<file path="config.mk">
export PLATFORM = sky130hd
export DESIGN_NAME = stepper_absolute_position_mover
export DESIGN_NICKNAME = d
export VERILOG_FILES = /design/src/sv/sapm_pkg.sv /design/src/sv/stepper_absolute_position_mover.sv
export SDC_FILE = /design/constraint.sdc
export NUM_CORES = 1
export LEC_CHECK = 0
export ABC_AREA = 0
export CORE_MARGIN = 2
export CORE_UTILIZATION = 30
export CTS_BUF_LIST = sky130_fd_sc_hd__clkbuf_16
export DETAILED_ROUTE_END_ITERATION = 16
export DONT_BUFFER_PORTS = 1
export GPL_TIMING_DRIVEN = 1
export SYNTH_ARGS = -nofsm -noshare
export SYNTH_HDL_FRONTEND = slang
export SYNTH_SLANG_ARGS = --single-unit
export TNS_END_PERCENT = 100
</file>
<file path="constraint.sdc">
create_clock -name clk -period 21 [get_ports clk]
set_clock_uncertainty 0.1 [all_clocks]
set_input_delay 2.1 -clock clk [delete_from_list [all_inputs] [get_ports clk]]
set_output_delay 2.1 -clock clk [all_outputs]
set_load 0.02 [all_outputs]
</file>
<file path="src/sv/sapm_pkg.sv">
package sapm_pkg;

  // Item field widths
  localparam int CMD_W      = 2;
  localparam int CNT_W      = 2;
  localparam int BYTE_W     = 8;
  localparam int POS_W      = 16;
  localparam int HALF_W     = 16;
  localparam int SETUP_W    = 10;
  localparam int STEPS_W    = 19;

  // Stream packing
  localparam int IN_DATA_W  = 24;  // cnt(2) + two bytes, padded to bytes
  localparam int IN_USER_W  = CMD_W;
  localparam int OUT_DATA_W = 24;  // step, dir, moving, position, padded to bytes
  localparam int OUT_USER_W = 2;

  // Config port
  localparam int CFG_IDX_W  = 2;
  localparam int CFG_DATA_W = 16;
  localparam logic [CFG_IDX_W-1:0] CFG_IDX_HALF  = 2'd0;
  localparam logic [CFG_IDX_W-1:0] CFG_IDX_SETUP = 2'd1;

  localparam logic [HALF_W-1:0]  HALF_RST  = 16'd500;
  localparam logic [SETUP_W-1:0] SETUP_RST = 10'd20;

  // Command codes
  localparam logic [CMD_W-1:0] CMD_TICK  = 2'd0;
  localparam logic [CMD_W-1:0] CMD_FRAME = 2'd1;
  localparam logic [CMD_W-1:0] CMD_READ  = 2'd2;

  // Step count = (40*mag + 4) / 9, division by reciprocal multiply.
  // MAGIC = ceil(2^27 / 9); exact for all dividends below 2^27.
  localparam int MAG_W       = 16;
  localparam int SCALED_W    = 21;
  localparam int MAGIC_W     = 24;
  localparam int DIV9_SHIFT  = 27;
  localparam int PROD_W      = SCALED_W + MAGIC_W;
  localparam int QUOT_W      = PROD_W - DIV9_SHIFT;
  localparam logic [MAGIC_W-1:0] DIV9_MAGIC = 24'd14913081;

endpackage

</file>
<file path="src/sv/stepper_absolute_position_mover.sv">
// Channel  | Dir | Ports                          | Contents
// ---------+-----+--------------------------------+--------------------------------------
// in       | in  | in_tvalid/in_tready            | tuser: cmd; tdata: byte_count,
//          |     | in_tdata[23:0], in_tuser[1:0]  |   first_byte, second_byte
// out      | out | out_tvalid/out_tready          | tdata: step_level, dir_level, moving,
//          |     | out_tdata[23:0], out_tuser[1:0]|   position; tuser: read_reply, frame_taken
// cfg      | in  | cfg_valid/cfg_ready            | cfg_index selects register, cfg_data
//
// One request per cycle while out_tready is high. Requests pass an input
// register, then the state update, then the result register.
// The step count divide (multiply by reciprocal of 9) runs in the cycle after
// a move starts, off the request path; the count is first used two ticks later.
// Reset (rst_n low, synchronous) clears state and drops any request in flight.
// A stalled result holds the pipe; the input register still takes one request.
// cfg_ready is always high; writes are taken at once.
module stepper_absolute_position_mover
  import sapm_pkg::*;
(
  input  logic                   clk,
  input  logic                   rst_n,
  // input stream
  input  logic                   in_tvalid,
  output logic                   in_tready,
  input  logic [IN_DATA_W-1:0]   in_tdata,   // [1:0] byte_count, [9:2] first_byte,
                                             // [17:10] second_byte, rest zero
  input  logic [IN_USER_W-1:0]   in_tuser,   // [1:0] cmd
  // result stream
  output logic                   out_tvalid,
  input  logic                   out_tready,
  output logic [OUT_DATA_W-1:0]  out_tdata,  // [0] step_level, [1] dir_level,
                                             // [2] moving, [18:3] position, rest zero
  output logic [OUT_USER_W-1:0]  out_tuser,  // [0] read_reply, [1] frame_taken
  // config writes
  input  logic                   cfg_valid,
  output logic                   cfg_ready,
  input  logic [CFG_IDX_W-1:0]   cfg_index,
  input  logic [CFG_DATA_W-1:0]  cfg_data
);

  typedef enum logic [1:0] {PH_IDLE, PH_SETUP, PH_HIGH, PH_LOW} phase_t;

  // config registers
  logic [HALF_W-1:0]  half_r;
  logic [SETUP_W-1:0] setup_r;

  // input register
  logic               in_v_r;
  logic [CMD_W-1:0]   cmd_r;
  logic [CNT_W-1:0]   cnt_r;
  logic [BYTE_W-1:0]  b0_r;
  logic [BYTE_W-1:0]  b1_r;

  // controller state
  phase_t             phase_r, phase_nxt;
  logic [POS_W-1:0]   pos_r, pos_nxt;
  logic [POS_W-1:0]   pend_r, pend_nxt;
  logic               pending_r, pending_nxt;
  logic [HALF_W-1:0]  tick_r, tick_nxt;
  logic [STEPS_W-1:0] steps_r, steps_nxt;
  logic               dir_r, dir_nxt;
  logic               step_r, step_nxt;

  // step count calculation
  logic               calc_r, calc_nxt;
  logic [MAG_W-1:0]   mag_r, mag_nxt;
  logic [SCALED_W-1:0] scaled;
  logic [PROD_W-1:0]  prod;

  // result register
  logic               out_v_r;
  logic [OUT_DATA_W-1:0] out_data_r, out_data_nxt;
  logic [OUT_USER_W-1:0] out_user_r, out_user_nxt;

  logic               advance;
  logic [HALF_W-1:0]  half_eff;
  logic [POS_W-1:0]   delta;
  logic [HALF_W-1:0]  tick_dec;
  logic [STEPS_W-1:0] steps_dec;
  logic               reply;
  logic               taken;

  assign advance   = in_v_r && (!out_v_r || out_tready);
  assign in_tready = !in_v_r || advance;
  assign cfg_ready = 1'b1;

  assign out_tvalid = out_v_r;
  assign out_tdata  = out_data_r;
  assign out_tuser  = out_user_r;

  // half period of zero behaves as one
  assign half_eff = (half_r == '0) ? HALF_W'(1) : half_r;
  assign delta    = pend_r - pos_r;
  assign tick_dec = (tick_r != '0) ? tick_r - HALF_W'(1) : '0;
  assign steps_dec = (steps_r != '0) ? steps_r - STEPS_W'(1) : '0;

  // 40*mag + 4 as shifts, then divide by 9
  assign scaled = (SCALED_W'(mag_r) << 5) + (SCALED_W'(mag_r) << 3) + SCALED_W'(4);
  assign prod   = PROD_W'(scaled) * PROD_W'(DIV9_MAGIC);

  always_comb begin
    phase_nxt   = phase_r;
    pos_nxt     = pos_r;
    pend_nxt    = pend_r;
    pending_nxt = pending_r;
    tick_nxt    = tick_r;
    steps_nxt   = steps_r;
    dir_nxt     = dir_r;
    step_nxt    = step_r;
    calc_nxt    = 1'b0;
    mag_nxt     = mag_r;
    reply       = 1'b0;
    taken       = 1'b0;

    // count lands in the cycle after the move starts, before any low phase ends
    if (calc_r) begin
      steps_nxt = STEPS_W'(prod[PROD_W-1:DIV9_SHIFT]);
    end

    if (advance) begin
      case (cmd_r)
        CMD_TICK: begin
          unique case (phase_r)
            PH_IDLE: begin
              if (pending_r) begin
                pending_nxt = 1'b0;
                if (delta == '0) begin
                  pos_nxt = pend_r;
                end else begin
                  dir_nxt  = delta[POS_W-1];
                  mag_nxt  = delta[POS_W-1] ? (~delta + POS_W'(1)) : delta;
                  calc_nxt = 1'b1;
                  if (setup_r == '0) begin
                    step_nxt  = 1'b1;
                    tick_nxt  = half_eff;
                    phase_nxt = PH_HIGH;
                  end else begin
                    tick_nxt  = HALF_W'(setup_r);
                    phase_nxt = PH_SETUP;
                  end
                end
              end
            end
            PH_SETUP: begin
              tick_nxt = tick_dec;
              if (tick_dec == '0) begin
                step_nxt  = 1'b1;
                tick_nxt  = half_eff;
                phase_nxt = PH_HIGH;
              end
            end
            PH_HIGH: begin
              tick_nxt = tick_dec;
              if (tick_dec == '0) begin
                step_nxt  = 1'b0;
                tick_nxt  = half_eff;
                phase_nxt = PH_LOW;
              end
            end
            PH_LOW: begin
              tick_nxt = tick_dec;
              if (tick_dec == '0) begin
                steps_nxt = steps_dec;
                if (steps_dec == '0) begin
                  pos_nxt   = pend_r;
                  phase_nxt = PH_IDLE;
                end else begin
                  step_nxt  = 1'b1;
                  tick_nxt  = half_eff;
                  phase_nxt = PH_HIGH;
                end
              end
            end
            default: phase_nxt = PH_IDLE;
          endcase
        end
        CMD_FRAME: begin
          // empty frames and frames during a move are dropped
          if (cnt_r != '0 && phase_r == PH_IDLE) begin
            pend_nxt    = cnt_r[1] ? {b0_r, b1_r} : POS_W'(b0_r);
            pending_nxt = 1'b1;
            taken       = 1'b1;
          end
        end
        CMD_READ: reply = 1'b1;
        default: ;
      endcase
    end

    out_data_nxt = {{(OUT_DATA_W - POS_W - 3){1'b0}}, pos_nxt,
                    (phase_nxt != PH_IDLE), dir_nxt, step_nxt};
    out_user_nxt = {taken, reply};
  end

  always_ff @(posedge clk) begin
    if (!rst_n) begin
      half_r    <= HALF_RST;
      setup_r   <= SETUP_RST;
      in_v_r    <= 1'b0;
      out_v_r   <= 1'b0;
      phase_r   <= PH_IDLE;
      pos_r     <= '0;
      pend_r    <= '0;
      pending_r <= 1'b0;
      tick_r    <= '0;
      steps_r   <= '0;
      dir_r     <= 1'b0;
      step_r    <= 1'b0;
      calc_r    <= 1'b0;
    end else begin
      if (cfg_valid) begin
        if (cfg_index == CFG_IDX_HALF) begin
          half_r <= cfg_data[HALF_W-1:0];
        end else if (cfg_index == CFG_IDX_SETUP) begin
          setup_r <= cfg_data[SETUP_W-1:0];
        end
      end

      if (in_tready) begin
        in_v_r <= in_tvalid;
      end

      if (advance) begin
        out_v_r <= 1'b1;
      end else if (out_tready) begin
        out_v_r <= 1'b0;
      end

      phase_r   <= phase_nxt;
      pos_r     <= pos_nxt;
      pend_r    <= pend_nxt;
      pending_r <= pending_nxt;
      tick_r    <= tick_nxt;
      steps_r   <= steps_nxt;
      dir_r     <= dir_nxt;
      step_r    <= step_nxt;
      calc_r    <= calc_nxt;
    end
  end

  // payload registers, no reset
  always_ff @(posedge clk) begin
    if (in_tready && in_tvalid) begin
      cmd_r <= in_tuser[CMD_W-1:0];
      cnt_r <= in_tdata[CNT_W-1:0];
      b0_r  <= in_tdata[CNT_W +: BYTE_W];
      b1_r  <= in_tdata[CNT_W+BYTE_W +: BYTE_W];
    end
    if (advance) begin
      out_data_r <= out_data_nxt;
      out_user_r <= out_user_nxt;
    end
    mag_r <= mag_nxt;
  end

  // step pin is low whenever no move runs
  a_step_low_idle: assert property (@(posedge clk) disable iff (!rst_n)
    phase_r == PH_IDLE |-> !step_r)
    else $error("step pin high while idle");

  // a pending target only exists while idle
  a_pending_idle: assert property (@(posedge clk) disable iff (!rst_n)
    pending_r |-> phase_r == PH_IDLE)
    else $error("target pending during a move");

  // step count is loaded before any low phase runs
  a_steps_loaded: assert property (@(posedge clk) disable iff (!rst_n)
    phase_r == PH_LOW |-> steps_r != '0)
    else $error("low phase with no steps left");

  // divide result is only ever due while a move runs
  a_calc_moving: assert property (@(posedge clk) disable iff (!rst_n)
    calc_r |-> phase_r != PH_IDLE)
    else $error("step count load outside a move");

endmodule

</file>
# Word level (Yosys, flattened, before mapping)
# Index checks and enable logic that the tools add are counted.
# word_totals
output_inout_bits	29
in_bits	49
register_bits	158
elab_cells	128
# op_classes
eq_ne	10
reduce_logical	29
n_addsub	6
bitwise_logic	3
muxes	57
n_mul	1
# ops
cell	n
2-to-1 mux 16 bit	15
2-to-1 mux 19 bit	6
logical NOT 16 bit	3
one-hot mux 16 bit (3 select lines)	1
multiplier 21 x 24 -> 45 bit (second input constant)	1
one-hot mux 16 bit (2 select lines)	1
adder 21 x 19 -> 21 bit	1
adder 21 x 3 -> 21 bit (second input constant)	1
2-to-1 mux 1 bit	21
logical NOT 19 bit	1
nonzero test 19 bit	1
subtractor 19 x 1 -> 19 bit (second input constant)	1
2-to-1 mux 2 bit	9
adder 16 x 1 -> 16 bit (second input constant)	1
NOT 16 bit	1
nonzero test 16 bit	1
subtractor 16 x 1 -> 16 bit (second input constant)	1
subtractor 16 bit	1
2-to-1 mux 15 bit	1
logical NOT 10 bit	1
AND reduction 5 bit	2
inequality test 2 bit (second input constant)	4
one-hot mux 2 bit (4 select lines)	1
AND reduction 4 bit	2
13 further kinds	28

# Logic depth before layout (Yosys ltp)
# Gate-level depths: netlist of run 1.
# depth
ltp_word	9
mapped_depth	36
mapped_depth_nobuf	36

# Worst setup path before layout of run 1
# Ideal clock, no wire load.
# synth_timing
kind	flip-flop to flip-flop
from	reg mag_r[2]
to	reg steps_r[11]
required_time_ns	20.767
path_stages_with_launch	35
arrival_time_ns	8.522
setup_ns	0.133
path_slack_ns	12.245
cell_sequence	edfxtp_1 > ha_1 > fa_1 > a21o_1 > a21oi_1 > o21bai_1 > a21oi_1 > o21bai_1 > a21o_1 > o41ai_1 > o21bai_1 > a21o_1 > xor2_1 > ha_1 > fa_1 > fa_1 > inv_1 > fa_1 > inv_1 > fa_1 > inv_1 > fa_1 > inv_1 > ha_1 > ha_1 > a21o_1 > a21o_1 > a21oi_1 > o31ai_1 > a211oi_1 > o21ai_0 > a21o_1 > a21oi_1 > xor2_1 > o22ai_1
# synth_between
elab_chain_len	8
# synth_lines
item	line	text
start, declared	stepper_absolute_position_mover.sv:65	logic [MAG_W-1:0] mag_r, mag_nxt;
start signal, assigned	stepper_absolute_position_mover.sv:252	mag_r <= mag_nxt;
adder 21 x 19 -> 21 bit *	stepper_absolute_position_mover.sv:97	assign scaled = (SCALED_W'(mag_r) << 5) + (SCALED_W'(mag_r) << 3) + SCALED_W'(4);
adder 21 x 3 -> 21 bit *	stepper_absolute_position_mover.sv:97	
multiplier 21 x 24 -> 45 bit *	stepper_absolute_position_mover.sv:98	assign prod = PROD_W'(scaled) * PROD_W'(DIV9_MAGIC);
2-to-1 mux 19 bit *	stepper_absolute_position_mover.sv:115	if (calc_r) begin
2-to-1 mux 19 bit	stepper_absolute_position_mover.sv:161	if (tick_dec == '0) begin
2-to-1 mux 19 bit	stepper_absolute_position_mover.sv:122	unique case (phase_r)
2-to-1 mux 19 bit	stepper_absolute_position_mover.sv:120	case (cmd_r)
2-to-1 mux 19 bit *	stepper_absolute_position_mover.sv:119	if (advance) begin
end signal, assigned	stepper_absolute_position_mover.sv:233	steps_r <= steps_nxt;
end, declared	stepper_absolute_position_mover.sv:59	logic [STEPS_W-1:0] steps_r, steps_nxt;
# Mark *: on every way between the ends. The rest lies on a longest branch, timed or not.
# A chain may end at the register's enable or synchronous reset.

# Worst setup path after layout of run 1
# layout_timing
from	reg mag_r[0]
to	reg steps_r[12]
# Same word-level chain as after synthesis.

==> results of run 1 <==
[registers in the layout, indices dropped and copies added, names as in the netlist]
register / count
phase_r: 2
mag_r: 16
out_tvalid: 1
setup_r: 10
in_v_r: 1
pending_r: 1
pos_r: 16
b0_r: 8
step_r: 1
b1_r: 8
out_tdata: 19
steps_r: 19
cnt_r: 2
calc_r: 1
tick_r: 16
dir_r: 1
cmd_r: 2
half_r: 16
out_tuser: 2
pend_r: 16
[metal layers]
layer  track usage (%)  wire, µm
met1              17.0     16100
met2              23.2     17000
met3              2.38      1550
met4              4.27       711
met5                 0         0
[synth_stat cells (5+ instances only)]
cell type / n / area [µm²]
inv_1: 253 / 950
ha_1: 214 / 2680
nand2_1: 149 / 559
a21oi_1: 116 / 581
fa_1: 106 / 2120
dfxtp_1: 101 / 2020
nor2_1: 99 / 372
edfxtp_1: 57 / 1710
xnor2_1: 49 / 429
clkbuf_1: 46 / 173
nand3_1: 41 / 205
nor3_1: 36 / 180
o21ai_0: 34 / 170
xor2_1: 32 / 280
and3_1: 26 / 163
a21o_1: 23 / 173
mux2i_1: 23 / 230
a31oi_1: 20 / 125
nor4_1: 20 / 125
a211oi_1: 17 / 128
a32oi_1: 16 / 140
or3_1: 12 / 75.1
nand2b_1: 11 / 68.8
nor2b_1: 11 / 68.8
mux2_2: 10 / 113
mux2_1: 9 / 101
buf_4: 8 / 60.1
nand4_1: 8 / 50.1
or2_2: 8 / 50.1
a211oi_2: 7 / 87.6
and2_1: 7 / 43.8
o21a_1: 7 / 52.6
or4_1: 7 / 52.6
a221oi_1: 6 / 52.6
nand3b_1: 6 / 45.0
o211ai_1: 6 / 45.0
o21bai_1: 6 / 45.0
o22ai_1: 6 / 37.5
nand4b_1: 5 / 43.8
o31ai_1: 5 / 37.5
[area by class of cell]
cell class	count	area [µm²]	area share, %
Inverter	254	953	5.75
Clock buffer	17	425	2.57
Tap cell	680	851	5.13
Sequential cell	158	3730	22.5
Multi-Input combinational cell	1233	10500	63.2
Timing Repair Buffer	4	30.0	0.181
Clock inverter	15	110	0.664
[worst max-delay path by stage]
stage / from / endpoint / slack, ps / depth (start not counted)
2_1_floorplan: mag_r[2]$_DFFE_PP_ / steps_r[11]$_SDFF_PN0_ / 12250 / 34
3_3_place_gp: mag_r[0]$_DFFE_PP_ / steps_r[11]$_SDFF_PN0_ / 11280 / 34
3_5_place_dp: mag_r[0]$_DFFE_PP_ / steps_r[12]$_SDFF_PN0_ / 11080 / 34
4_1_cts: mag_r[0]$_DFFE_PP_ / steps_r[12]$_SDFF_PN0_ / 11050 / 34
5_1_grt: mag_r[0]$_DFFE_PP_ / steps_r[11]$_SDFF_PN0_ / 10410 / 34
6_report: mag_r[0]$_DFFE_PP_ / steps_r[12]$_SDFF_PN0_ / 11060 / 34
[cells in the final DEF, fill, tap and decap left out, types with 6 or more instances in the layout]
master	instances
a221oi_1	6
nor3_1	35
o21bai_1	6
mux2_2	10
a31oi_1	19
o211ai_1	6
nand3_1	41
nor2_1	99
clkbuf_16	17
or3_1	12
a21oi_1	116
mux2i_1	23
edfxtp_1	57
o21a_1	7
and2_1	7
a32oi_1	16
fa_1	106
conb_1	6
o22ai_1	6
or4_1	7
a211oi_2	7
a211oi_1	17
nor2b_1	11
a21o_1	23
nor4_1	20
nand2_1	149
dfxtp_1	101
and3_1	26
xor2_1	32
nand2b_1	11
or2_2	8
nand3b_1	6
ha_1	214
mux2_1	9
xnor2_1	49
o21ai_0	34
nand4_1	8
inv_1	254
[critical path: cells and delay by family, from the launching register on]
kind,cells,cell delay [ps]
buf+inv,4,250
fa+ha+maj,10,4390
xor+xnor,1,370
flops,1,590
simple gates,3,560
compound gates,16,3570
[kinds of logic (layout without fill, tap and decap cells)]
group,Yosys count,after routing
AOI/OAI and AO/OA,317,317
xor gates and xnor gates,81,81
adders and majority gates,320,320
buffers and inverters,317,290
DFF,158,158
muxes,42,42
other,2,6
and+or+nand+nor,467,467
[stage by stage]
stage / hold WS (ps) / util, %
final: 377 / 32.4
after global routing: 403 / 32.4
after CTS: 379 / 32.4
after detailed placement: 366 / 31.4
after global placement: 363 / 31.4
after floorplan: 336 / -
[power breakdown]
group,leakage [nW],switching (mW),internal (mW),total (mW)
registers,1.36,0.00780,0.326,0.334
clock network,0.254,0.138,0.152,0.290
logic,6.00,0.176,0.126,0.302
total,7.61,0.322,0.604,0.926
==> flow_summary.yaml, run 1 <==
sta:
  setup_violations: 0
  layout_setup_ws_ps: 11060
  final.setup.tns_ps: 0
  relSlewSlack_pct: 20.7
  rsz0062_at_grt: "false"
  fin_crit_ps: 9940
  finalCritPeriodShare_pct: 47.4
  max_freq_mhz: 101
  finalHoldViolCount: 0
  tightest_slew_ps: 1190
  slew_viol_final: 0
die:
  die_w_um: 231
  fp.dieArea_mm2: 0.0532
  fp.coreArea_mm2: 0.0511
  rows: 83
  start_util_pct: 30.2
  io-pin-count: 78
  die_h_um: 231
setup_path:
  crit_path_top_delay_cell: "edfxtp_1"
  reg2reg_to: "steps_r[12]$_SDFF_PN0_"
  required_ps: 21240
  r2r-start: "mag_r[0]$_DFFE_PP_"
  cp_max_fo: 9
  worstPathArrival_ps: 10190
  ff2ff_setup_slack_ps: 11060
  cpMostUsedCell: "fa_1"
  rr_worst_depth: 34
  path_class: "reg -> reg"
  max_stage_delay_ps: 590
  cp-end-kind: "flip-flop"
  startpoint_type: "flip-flop"
routing:
  first_pass_iters: 5
  vias_per_cell: 4.95
  first_iter_violations: 681
  vias: 11696
  route.antenna.remaining_nets: 0
  wl_um: 35400
  drc: 0
  wl_per_cell_um: 15.0
clock_tree:
  cts-buffers-inserted: 17
  h-tree-depth: 4
  post_cts_resized: 0
  clkTransAtPathRegs_ps: 70
  numClockSinks: 158
  cts_tree: "done"
  cts_root_buffer: "clkbuf_16"
  postCtsHoldBufs: 0
  postCtsSetupBuffers: 0
  ctsLongestPathBuffers: 2
  clock_latency_ps: 450
layout:
  antenna_cells: 0
  final_cells: 2361
  drive_gt1_share_pct: 5.00
  layout.nets: 2037
  fillers: 5282
  syn2layout_area_growth_pct: 7.49
  stdcell_area_mm2: 0.0166
synthesis:
  synth_top_family_by_area: "adder cells"
  yosys_most_used_dff: "dfxtp_1"
  async_reset_ff_share_pct: 0
  yosys.area_share.adder_pct: 31.1
  synth_mux_area_share_pct: 2.88
  synth-seq-cells: 158
  ys_types: 91
  synth_cells: 1704
  syn_area_mm2: 0.0154
  avgSynthCellArea_um2: 9.05
  yosys.area_share.xor_xnor_pct: 4.60
  ys_seq_area_share_pct: 24.2
  yosys.area_share.simple_pct: 15.1
  synth_edf_count: 57
  synth_compound_area_share_pct: 13.9
  synth_warnings: 0
global_routing:
  grt_max_degree: 62
  grt_antenna_before_repair: 0
  grt_pass1_vias: 11756
  grt_first_pass_wirelength_um: 58700
  grt_overflow: 0
  grt_usage_pct: 13.4
worst_hold_path:
  worstHoldStart: "half_r[9]$_SDFFE_PN0P_"
  min_to: "half_r[9]$_SDFFE_PN0P_"
  hold_path_depth: 2
  hp-class: "reg -> reg"
placement:
  placed_area_mm2: 0.0160
  io_buffers: 0
  hpwl_um: 28300
  pre_cts_ws_ps: 11080
  place_inst: 2329
  place.gp.congestion: 0.848
power:
  pwr_density_cell_mw_per_mm2: 55.9
  fin_total_pwr_mw: 0.926
  ir_worst_vdd_mv: 0.0610
  p_leak_nw: 7.61
status:
  status: "complete, no violations"
run:
  maxCapViolCount: 0
Note: power is estimated with default switching activity, not from simulation.
==> run 2, diff against run 1 <==
clock period = 8.6 ns   (was 21 ns; I/O delays follow)
==> run 2 against run 1 <==
- total power grew to 2.7 times the previous value
- first-iteration DRC count shrank 4.0%
- critical endpoint is now steps_r[2]$_SDFF_PN0_
- final cell count up 2.6%
- register-to-register slack got worse by 11000 ps
- critical path type unchanged
- clock power grew to 2.6 times the previous value
- critical path depth is 1 lower
==> flow_summary.yaml, run 2 (same netlist as run 1, synthesis figures left out) <==
status:
  status: "complete, no violations"
placement:
  place.gp.congestion: 0.844
  placed_area_mm2: 0.0165
  pre_cts_ws_ps: -382
  hpwl_um: 29100
  place_inst: 2382
  io_buffers: 0
setup_path:
  worstPathArrival_ps: 8550
  cp_max_fo: 3
  path_class: "reg -> reg"
  required_ps: 8830
  ff2ff_setup_slack_ps: 280
  crit_start: "mag_r[0]$_DFFE_PP_"
  max_stage_delay_ps: 570
  crit_path_top_delay_cell: "fa_1"
  startpoint_type: "flip-flop"
  cp-end-kind: "flip-flop"
  rr_worst_depth: 33
  r2r-start: "mag_r[0]$_DFFE_PP_"
sta:
  finalCritPeriodShare_pct: 96.7
  rsz0062_at_grt: "true"
  slew_viol_final: 0
  final.setup.tns_ps: 0
  finalHoldViolCount: 0
  tightest_slew_ps: 1100
  layout_setup_ws_ps: 282
  max_freq_mhz: 120
  fin_worst_hold_slack_ps: 377
  relSlewSlack_pct: 26.8
  fin_crit_ps: 8320
  setup_violations: 0
routing:
  wl_um: 36900
  first_iter_violations: 654
  vias: 11968
  drc: 0
  route.antenna.remaining_nets: 0
  vias_per_cell: 4.94
  first_pass_iters: 6
  wl_per_cell_um: 15.2
layout:
  drive_gt1_share_pct: 11.4
  layout.nets: 2098
  final_common_cell: "inv_1"
  final_cell_mix: "248 x inv_1, 200 x ha_1, 149 x nand2_1, 109 x a21oi_1, 103 x fa_1"
  syn2layout_area_growth_pct: 13.2
  stdcell_area_mm2: 0.0175
  final_cells: 2422
  utilization_pct: 34.2
  fillers: 5195
  antenna_cells: 0
global_routing:
  grt_first_pass_wirelength_um: 59500
  grt_antenna_before_repair: 0
  grt_pass1_vias: 11814
  grtUsageMet1_pct: 17.3
  met3_usage_pct: 2.47
  grt_overflow: 0
  grt_max_degree: 70
  gr-usage-met2_pct: 24.1
  grt_usage_pct: 13.7
  top_usage_layer: "met2"
die:
  die_h_um: 231
  fp.coreArea_mm2: 0.0511
  rows: 83
  die_w_um: 231
  io-pin-count: 78
  fp.dieArea_mm2: 0.0532
  start_util_pct: 30.2
clock_tree:
  clock_latency_ps: 450
  clkTransAtPathRegs_ps: 80
  cts_root_buffer: "clkbuf_16"
  numClockSinks: 158
  cts-buffers-inserted: 17
  h-tree-depth: 4
  cts_tree: "done"
  ctsLongestPathBuffers: 2
  postCtsHoldBufs: 0
power:
  p_leak_nw: 7.97
  ir_worst_vdd_mv: 0.156
  pwr_density_cell_mw_per_mm2: 141
  fin_total_pwr_mw: 2.46
worst_hold_path:
  hp-class: "reg -> reg"
  worstHoldStart: "half_r[0]$_SDFFE_PN0P_"
  hold_path_depth: 2
run:
  maxCapViolCount: 0
## run 2: layout make-up
type	instances	area [µm²]	area share, %
timing repair buffer	65	492	2.82
tap	680	851	4.87
clock buffer	17	425	2.44
inverter	254	953	5.46
clock inverter	15	146	0.839
sequential	158	3730	21.4
multi-input combinational	1233	10900	62.2
## run 2: routing by layer
metal | share of wire (%) | up-vias
met4 | 1.8 | 0
met5 | 0 | -
li1 | - | 5929
met3 | 4.1 | 40
met1 | 45 | 5730
met2 | 49 | 269
## run 2: worst max-delay path: cells and delay by family (launching register included)
family | cells | cell delay [ps]
compound gates | 15 | 2560
fa+ha+maj | 10 | 3990
flops | 1 | 390
mux | 1 | 260
xor+xnor | 2 | 340
simple gates | 2 | 350
buf+inv | 3 | 200
## run 2: timing repair
item,in CTS,in global routing
gates resized for setup,17,44
pin swaps,16,38
endpoints found under the setup margin,14,18
setup buffers,3,5
## run 2: worst paths after layout
path                       endpoint
max           steps_r[2]$_SDFF_PN0_
min          half_r[0]$_SDFFE_PN0P_
max reg2reg   steps_r[2]$_SDFF_PN0_
min reg2reg  half_r[0]$_SDFFE_PN0P_
## run 2: report_power, final
group	total, mW	internal [mW]	switching, mW
combinational	0.903	0.412	0.491
sequential	0.815	0.797	0.0189
clock	0.746	0.385	0.361
==> run 3, diff against run 2 <==
CELL_PAD_IN_SITES_DETAIL_PLACEMENT = 1   (was not set)
CELL_PAD_IN_SITES_GLOBAL_PLACEMENT = 1   (was not set)
GPL_ROUTABILITY_DRIVEN = 0   (was not set)
PLACE_DENSITY_LB_ADDON = 0.1   (was not set)
clock period = 9.9 ns   (was 8.6 ns; I/O delays follow)
==> run 3 against run 2 <==
- first-iteration DRC count is 42% lower
- maximum frequency is 10% lower
- final cell count is 2.0% lower
- utilization is 1.5 points lower
- largest power group is now registers
==> flow_summary.yaml, run 3 (same netlist as run 1, synthesis figures left out) <==
status:
  status: "complete, no violations"
placement:
  pre_cts_ws_ps: 255
  placed_area_mm2: 0.0161
  io_buffers: 0
  hpwl_um: 34100
die:
  start_util_pct: 30.2
  fp.coreArea_mm2: 0.0511
  io-pin-count: 78
  rows: 83
  die_h_um: 231
  fp.dieArea_mm2: 0.0532
  die_w_um: 231
sta:
  rsz0062_at_grt: "false"
  final.setup.tns_ps: 0
  max_freq_mhz: 108
  setup_violations: 0
  layout_setup_ws_ps: 661
  slew_viol_final: 0
  fin_crit_ps: 9240
  relSlewSlack_pct: 22.9
  tightest_slew_ps: 1160
  finalCritPeriodShare_pct: 93.3
  finalHoldViolCount: 0
routing:
  wl_um: 42000
  first_pass_iters: 5
  wl_per_cell_um: 17.7
  vias: 11721
  route.antenna.remaining_nets: 0
  drc: 0
  vias_per_cell: 4.94
  first_iter_violations: 380
global_routing:
  grt_overflow: 0
  grtUsageMet1_pct: 21.3
  grt_antenna_before_repair: 0
  grt_first_pass_wirelength_um: 68600
  grt_max_degree: 52
  met3_usage_pct: 3.19
  gr-usage-met2_pct: 27.2
  grt_pass1_vias: 12475
  grt_usage_pct: 16.3
  top_usage_layer: "met2"
clock_tree:
  postCtsHoldBufs: 0
  ctsLongestPathBuffers: 2
  cts_tree: "done"
  clkTransAtPathRegs_ps: 60
  h-tree-depth: 4
  clock_latency_ps: 470
  cts-buffers-inserted: 17
  numClockSinks: 158
  cts_root_buffer: "clkbuf_16"
worst_hold_path:
  hp-class: "reg -> reg"
  worstHoldStart: "half_r[0]$_SDFFE_PN0P_"
  hold_path_depth: 2
layout:
  final_cell_mix: "253 x inv_1, 214 x ha_1, 149 x nand2_1, 116 x a21oi_1, 106 x fa_1"
  antenna_cells: 0
  fillers: 5998
  final_common_cell: "inv_1"
  stdcell_area_mm2: 0.0167
  syn2layout_area_growth_pct: 8.36
  layout.nets: 2050
  drive_gt1_share_pct: 5.90
power:
  pwr_density_cell_mw_per_mm2: 120
  ir_worst_vdd_mv: 0.100
  p_leak_nw: 7.70
setup_path:
  worstPathArrival_ps: 9460
  crit_path_top_delay_cell: "fa_1"
  rr_worst_depth: 36
  startpoint_type: "flip-flop"
  crit_start: "mag_r[0]$_DFFE_PP_"
  required_ps: 10120
  cp-end-kind: "flip-flop"
  cp_num_buf_inv: 6
  crit_family: "adder cells"
  cpMostUsedCell: "fa_1"
  crit_cells: 36
  cp_max_fo: 4
  max_stage_delay_ps: 590
  r2r-start: "mag_r[0]$_DFFE_PP_"
  path_class: "reg -> reg"
run:
  maxCapViolCount: 0
## run 3: final cells by class
| type | count | area (µm²) | share of cell area (%) |
|---|---|---|---|
| timing repair buffer | 17 | 128 | 0.764 |
| inverter | 254 | 953 | 5.71 |
| multi-input combinational | 1233 | 10500 | 62.8 |
| clock buffer | 18 | 450 | 2.70 |
| sequential | 158 | 3730 | 22.3 |
| tap | 680 | 851 | 5.09 |
| clock inverter | 14 | 101 | 0.607 |
## run 3: metrics by stage
step                      cells  hold WS [ps]  power (mW)  utilization (%)
after global routing       2374           404        2.17             32.7
after floorplan            1708           336        1.22                -
after global placement     2342           364        1.39             31.6
final                      2374           371        2.01             32.7
after CTS                  2374           382        2.05             32.7
after detailed placement   2342           373        1.39             31.6
## run 3: per-layer routing
metal  routed length [µm]  vias to the layer above  part of all wire, %
met3                 1640                       37                  3.9
met4                  767                        0                  1.8
met2                19700                      160                   47
met5                    0                        -                    0
li1                     -                     5810                    -
met1                19900                     5714                   47
## run 3: report_power, final
part / total (mW) / internal (mW) / switching, mW
clock: 0.642 / 0.338 / 0.304
sequential: 0.709 / 0.692 / 0.0167
combinational: 0.662 / 0.275 / 0.387
## run 3: path summary, 6_finish.rpt
path	slack (ps)	end
setup / recovery	660	steps_r[11]$_SDFF_PN0_
hold / removal	370	half_r[0]$_SDFFE_PN0P_
setup reg to reg	660	steps_r[11]$_SDFF_PN0_
hold reg to reg	370	half_r[0]$_SDFFE_PN0P_
## run 3: worst min-delay path: stages (launching register included)
cell     delay [ps]
dfxtp_1         320
nand2_1          50
a21oi_1          50
## run 3: timing repair
item	4_1_cts	5_1_grt
setup buffers	0	0
endpoints found under the hold margin	0	0
gates resized for setup	0	3
endpoints found under the setup margin	0	4
